File: config.mk
export PLATFORM = sky130hd
export DESIGN_NAME = dvu_relax
export DESIGN_NICKNAME = d
export VERILOG_FILES = /design/src/dvu_pkg.sv /design/src/dvu_relax.sv
export SDC_FILE = /design/constraint.sdc
export NUM_CORES = 1
export LEC_CHECK = 0
export ABC_AREA = 0
export BUFFER_PORTS_ARGS = -buffer_cell sky130_fd_sc_hd__buf_2
export CAP_MARGIN = 20
export CORE_MARGIN = 2
export CORE_UTILIZATION = 45
export DETAILED_ROUTE_END_ITERATION = 10
export GPL_TIMING_DRIVEN = 0
export PLACE_DENSITY = 0.86
export SYNTH_ARGS = -nofsm -noshare
export SYNTH_HDL_FRONTEND = slang
export SYNTH_SLANG_ARGS = --single-unit
File: constraint.sdc
create_clock -name vclk -period 9.95
set_clock_uncertainty 0.2 [all_clocks]
set_input_delay 2.4875 -clock vclk [all_inputs]
set_output_delay 2.4875 -clock vclk [all_outputs]
set_load 0.01 [all_outputs]
File: src/dvu_pkg.sv
// Package for the distance vector update core: beat types, parser positions and constants.
// Depends on nothing; the core and dvu_relax import it.
`timescale 1ns / 1ps
`default_nettype none

package dvu_pkg;

    localparam logic        MODE_LOAD = 1'b0;
    localparam logic        MODE_BYTE = 1'b1;
    localparam logic [31:0] COST_NONE = 32'hFFFF_FFFF;
    localparam logic [31:0] COST_MAX  = 32'h7FFF_FFFF;
    localparam logic [31:0] COST_MIN  = 32'h8000_0000;

    typedef enum logic [2:0] {
        POS_SOURCE = 3'd0,
        POS_DEST   = 3'd1,
        POS_COUNT  = 3'd2,
        POS_TARGET = 3'd3,
        POS_COST0  = 3'd4,
        POS_COST1  = 3'd5,
        POS_COST2  = 3'd6,
        POS_COST3  = 3'd7
    } parse_pos_t;

    typedef struct packed {
        logic               mode;
        logic [7:0]         node_index;
        logic signed [31:0] link_cost;
        logic [7:0]         packet_byte;
    } in_beat_t;

    typedef struct packed {
        logic [7:0]         target_node;
        logic signed [31:0] new_cost;
        logic               improved;
        logic               last_entry;
        logic               packet_changed;
    } out_beat_t;

    typedef struct packed {
        logic signed [31:0] new_cost;
        logic signed [31:0] sum_cost;
        logic               improved;
    } relax_t;

endpackage

`default_nettype wire

File: src/dvu_relax.sv
// Relaxation of one distance vector entry: saturating sum and signed compare.
// Depends on dvu_pkg.
`timescale 1ns / 1ps
`default_nettype none

module dvu_relax
    import dvu_pkg::*;
(
    input  wire logic signed [31:0] link_cost,
    input  wire logic signed [31:0] adv_cost,
    input  wire logic signed [31:0] stored_cost,
    input  wire logic               target_valid,
    output relax_t                  result
);

    logic signed [32:0] sum_wide;
    logic signed [31:0] sum_sat;
    logic               better;

    always_comb begin
        sum_wide = {link_cost[31], link_cost} + {adv_cost[31], adv_cost};
        if (sum_wide[32] != sum_wide[31]) begin
            sum_sat = sum_wide[32] ? COST_MIN : COST_MAX;
        end else begin
            sum_sat = sum_wide[31:0];
        end
        better = target_valid && ((sum_sat < stored_cost) || (stored_cost == COST_NONE));
        result.sum_cost = sum_sat;
        result.improved = better;
        if (better) begin
            result.new_cost = sum_sat;
        end else if (target_valid) begin
            result.new_cost = stored_cost;
        end else begin
            result.new_cost = COST_NONE;
        end
    end

endmodule

`default_nettype wire
==> results of run 1 <==
-- cell type report --
cell class                 count  area, µm²
multi-input combinational    447       3689
fill                         631       2345
timing repair buffer         197       1162
inverter                      43      166.4
buffer                        17      157.7
tap                          102      127.6
-- layer usage --
metal	share of wire [%]	routed length (µm)	vias to the layer above	global-route usage, %
li1	-	-	2271	-
met1	41	5760	2229	41.00
met2	48	6846	262	56.45
met3	7.4	1049	55	1.709
met4	3.9	559	0	9.950
met5	0	0	-	0
-- cell families (layout without fill, tap and decap cells) --
group	count (synthesis)	after routing	synth area share (%)
muxes	33	33	10.41
xor gates and xnor gates	23	23	5.722
buffers and inverters	60	257	7.249
AOI/OAI and AO/OA	141	141	27.47
adders and majority gates	69	69	24.38
and+or+nand+nor	181	181	24.77
-- power breakdown --
part / internal [mW] / switching (mW)
combinational: 0.293 / 0.334
clock: 0 / 0
sequential: 0 / 0
total: 0.293 / 0.334
-- path summary, 6_finish.rpt --
path | end | slack [ps] | cells after the start
setup / recovery | result[52] | -260 | 25
hold / removal | result[59] | 5170 | 4
-- placed cells by master, fill, tap and decap left out, drive strengths merged, types with 9 or more instances in the layout --
cell	Yosys	final
a21o	13	13
a21oi	31	31
buf	7	206
ha	63	63
inv	42	42
mux2i	26	26
nand2	31	31
nand3	13	13
nand4	17	17
nor2	71	71
nor3	13	13
o211ai	9	9
o21ai	37	37
xnor2	14	14
xor2	9	9
-- through the flow --
step	power, mW	cells	cell area (µm²)	util (%)	hold slack [ps]
final	0.6269	806	5303	69.34	5174
after global routing	0.6709	806	5303	69.34	5212
after CTS	0.5922	801	5199	67.98	5175
after global placement	0.4787	771	4464	58.38	5162
after detailed placement	0.4900	771	4464	58.38	5174
after floorplan	0.3259	507	3526	-	4962
-- Yosys cell counts, types with 5 or more instances --
cell type	count	area share [%]
maj3_1	5	1.4
o211ai_1	8	1.7
a21oi_1	29	4.1
mux2i_1	25	7.1
xor2_1	9	2.2
a21o_1	12	2.6
o21a_1	5	1.1
nand4_1	17	3.0
nand2b_1	7	1.2
and3_1	5	0.89
a211o_1	6	1.5
a31oi_1	5	0.89
and4_1	6	1.5
xnor2_1	14	3.5
clkbuf_1	10	1.1
nor2b_1	5	0.89
o21ai_0	33	4.7
nand3_1	12	1.7
nand2_1	31	3.3
nor2_1	71	7.6
nor3_1	13	1.8
inv_1	42	4.5
ha_1	63	22
-- repair_timing --
action | 4_1_cts | 5_1_grt
pin swaps | 36 | 16
resized for setup | 109 | 20
hold buffers | 0 | 0
endpoints found under the setup margin | 33 | 33
gates cloned | 1 | 0
setup buffers | 29 | 5
==> out/metrics.cfg, run 1 <==
[finish]
final_nets=867
antenna_cells=0
syn2layout_area_growth_pct=50.60
drive_gt1_share_pct=41.90
register_area_um2=0
n_sequential_cell=0
nClkBuffers=0

[floorplanning]
row_count=32
initial_core_util_pct=46.04
dieHeight_um=92.46
die_x_um=92.46
die-area_um2=8548
io_pins=162
core_area_um2=7647

[setup_path]
crit_start=link_cost[13]
crit_required_ps=7260
critPathMaxFanout=6
cp-start-kind=primary input
cpPeakStageDelay_ps=340
path_class=in2out
cp_num_buf_inv=5
critPathSlowestCell=a221oi_2
endpoint_kind=output port
crit_family=compound AO/OA/AOI/OAI gates
critical_path_arrival_ps=7520

[sta]
final.min_clock_period_ps=10210
setup_tns_ps=-6033
rsz0062_at_grt=true
period_share_pct=102.6
setup_viol=33
tightest_slew_ps=650.7
fmax_mhz=97.99
slew_viol_final=0
final-hold-violation-count=0
setup_ws_ps=-255.1
max_slew_margin_pct=56.62

[min_path]
hp-class=in2out
hp-start=stored_cost[26]

[synth]
ys_types=63
syn_nets=668
syn_inst=507
synth_area_um2=3521
yosysSeqAreaShare_pct=0
syn_area_per_cell_um2=6.945
yosysWarnings=0

[placement]
port_buffers=162
gp_congestion=0.9622
dp_hpwl_mm=10.65
place_ws_ps=-995.9

[outcome]
status=complete, but fails checks
violations=negative setup slack

[power]
leakagePower_nw=2.597
ir_drop_v=0.00004718
p_per_area_nw_per_um2=118.2

[global_routing]
track_usage_pct=31.75
grt_pass1_vias=4742
grt_max_degree=11
grt_overflow=0
grt_pass1_wl_mm=22.59
antenna_found_initial=0

[routing]
wl_mm=14.22
final_antenna_net_count=0
drc=0
vias=4817
vias_per_cell=5.976
wl_per_cell_um=17.64
dr.pass1.iters=5
dr.first_iter.drc_count=377

[flow_run]
cap_violations=0

(Power assumes the default switching activity.)
==> run 2: changes to the inputs <==
--- a/config.mk
+++ b/config.mk
@@ -8,3 +8,3 @@
 export ABC_AREA = 0
-export BUFFER_PORTS_ARGS = -buffer_cell sky130_fd_sc_hd__buf_2
+export BUFFER_PORTS_ARGS = -buffer_cell sky130_fd_sc_hd__buf_4
 export CAP_MARGIN = 20
==> constraint.sdc (replaced) <==
create_clock -name vclk -period 9.95
set_clock_uncertainty 0.2 [all_clocks]
set_input_delay 0 -clock vclk [all_inputs]
set_output_delay 0 -clock vclk [all_outputs]
set_load 0.01 [all_outputs]
==> out/metrics.cfg, run 2 (same netlist as run 1, synthesis figures left out) <==
[sta]
setup_tns_ps=0  ; +6033 ps
period_share_pct=61.92  ; -41 points
tightest_slew_ps=664.4  ; +13.71 ps
max_slew_margin_pct=55.33  ; -1.3 points
final-hold-violation-count=0  ; unchanged
final.min_clock_period_ps=6161  ; -4045 ps
slew_viol_final=0  ; unchanged
setup_viol=0  ; -100%
fmax_mhz=162.3  ; +66%
rsz0062_at_grt=false

[power]
ir_drop_v=0.00004796  ; +1.7%
leakagePower_nw=2.473  ; -4.8%
p_per_area_nw_per_um2=111.7  ; -5.5%

[outcome]
status=completed

[routing]
vias_per_cell=5.786  ; -3.2%
drc=0  ; unchanged
wl_per_cell_um=16.42  ; -6.9%
dr.pass1.iters=5  ; unchanged
wl_mm=12.66  ; -11%
final_antenna_net_count=0  ; unchanged
dr.first_iter.drc_count=288  ; -24%
vias=4461  ; -7.4%

[global_routing]
antenna_found_initial=0  ; unchanged
grt_max_degree=11  ; unchanged
track_usage_pct=28.19  ; -3.6 points
grt_overflow=0  ; unchanged
grt_pass1_vias=4211  ; -11%
grt_pass1_wl_mm=20.12  ; -11%

[min_path]
hp-class=in2out

[setup_path]
crit_start=link_cost[10]
cp-start-kind=primary input
cp-endpoint=result[60]
path_class=in2out
crit_required_ps=9750  ; +2490 ps
critPathMaxFanout=10  ; +4
critical_path_arrival_ps=5960  ; -1560 ps
endpoint_kind=output port

[floorplanning]
row_count=32  ; unchanged
core_area_um2=7647  ; unchanged
die-area_um2=8548  ; unchanged
io_pins=162  ; unchanged
dieHeight_um=92.46  ; unchanged
initial_core_util_pct=46.04  ; unchanged
die_x_um=92.46  ; unchanged

[placement]
dp_hpwl_mm=10.82  ; +1.6%
dpl.cell_count=771  ; unchanged
gp_congestion=0.9366  ; -2.7%
port_buffers=162  ; unchanged

[cts]
post_cts_buffers=0  ; -100%
cts.repair.resized=0  ; -100%
ctsHoldBuffers=0  ; unchanged

[finish]
n_sequential_cell=0  ; unchanged
layout_common_cells=buf_4, nor2_1, ha_1
nClkBuffers=0  ; unchanged
drive_gt1_share_pct=28.70  ; -13 points
register_area_um2=0  ; unchanged
mostFrequentLayoutCell=buf_4
syn2layout_area_growth_pct=38.17
antenna_cells=0  ; unchanged
final_nets=832  ; -4.0%
fillerInstances=700  ; +11%
finalNonFillerCells=771  ; -4.3%

[flow_run]
cap_violations=0  ; unchanged

run 2: cell types whose count changed in the layout (fill, tap and decap cells not counted), moves of 5 or more:
cell     change
buf_2      -152
buf_4      +133
ha_1        +22
buf_6       -15
ha_4        -13
o21ai_0     +11
ha_2         -9
a21oi_1      +7
a21oi_2      -7
o21ai_1      -5
o21ai_2      -5
run 2: metal layers:
layer  GRT usage, %  part of all wire (%)  up-vias
met5              0                     0        -
met4          3.980                   1.2        0
met3          2.197                   6.7       17
met2          50.00                    49      169
met1          37.98                    43     2068
li1               -                     -     2207
run 2: through the flow:
step	setup WS, ps	hold WS [ps]	utilization [%]	power (mW)	area [µm²]
5_1_grt	3425	205.4	63.61	0.5890	4865
2_1_floorplan	4964	-12.71	-	0.3254	3521
6_report	3789	186.2	63.61	0.5433	4865
3_3_place_gp	4023	178.4	63.61	0.5268	4865
3_5_place_dp	3939	189.6	63.61	0.5357	4865
4_1_cts	3920	190.0	63.61	0.5378	4865
run 2: worst min-delay path by stage:
stage | from | end | slack [ps] | depth (start not counted)
6_report | stored_cost[7] | result[40] | 190 | 4
5_1_grt | stored_cost[1] | result[34] | 210 | 4
4_1_cts | stored_cost[7] | result[40] | 190 | 4
3_5_place_dp | stored_cost[7] | result[40] | 190 | 4
3_3_place_gp | stored_cost[23] | result[56] | 180 | 4
2_1_floorplan | stored_cost[1] | result[34] | -10 | 2
run 2: critical path: stages:
cell	delay (ps)
buf_4	110
ha_1	380
a21oi_2	210
o21ai_1	110
a221oi_2	340
o21ai_2	180
a32o_1	300
o211a_1	250
buf_2	190
nor2_1	290
clkbuf_1	370
o21ai_0	330
ha_1	420
nand4_1	120
nor4_1	400
o211ai_1	140
and2_0	200
o211a_1	230
o31a_1	110
a41o_2	260
mux2i_4	300
buf_6	240
mux2_4	320
buf_4	140
run 2: power by group:
part | switching [mW] | leakage [nW] | internal, mW | total, mW
combinational | 0.291 | 2.47 | 0.253 | 0.543
sequential | 0 | 0 | 0 | 0
clock | 0 | 0 | 0 | 0
run 2: cell type report:
class	instances	area [µm²]	area share, %
tap	102	127.6	2.623
multi-input combinational	447	3266	67.13
timing repair buffer	162	1216	25.00
buffer	17	93.84	1.929
inverter	43	161.4	3.318
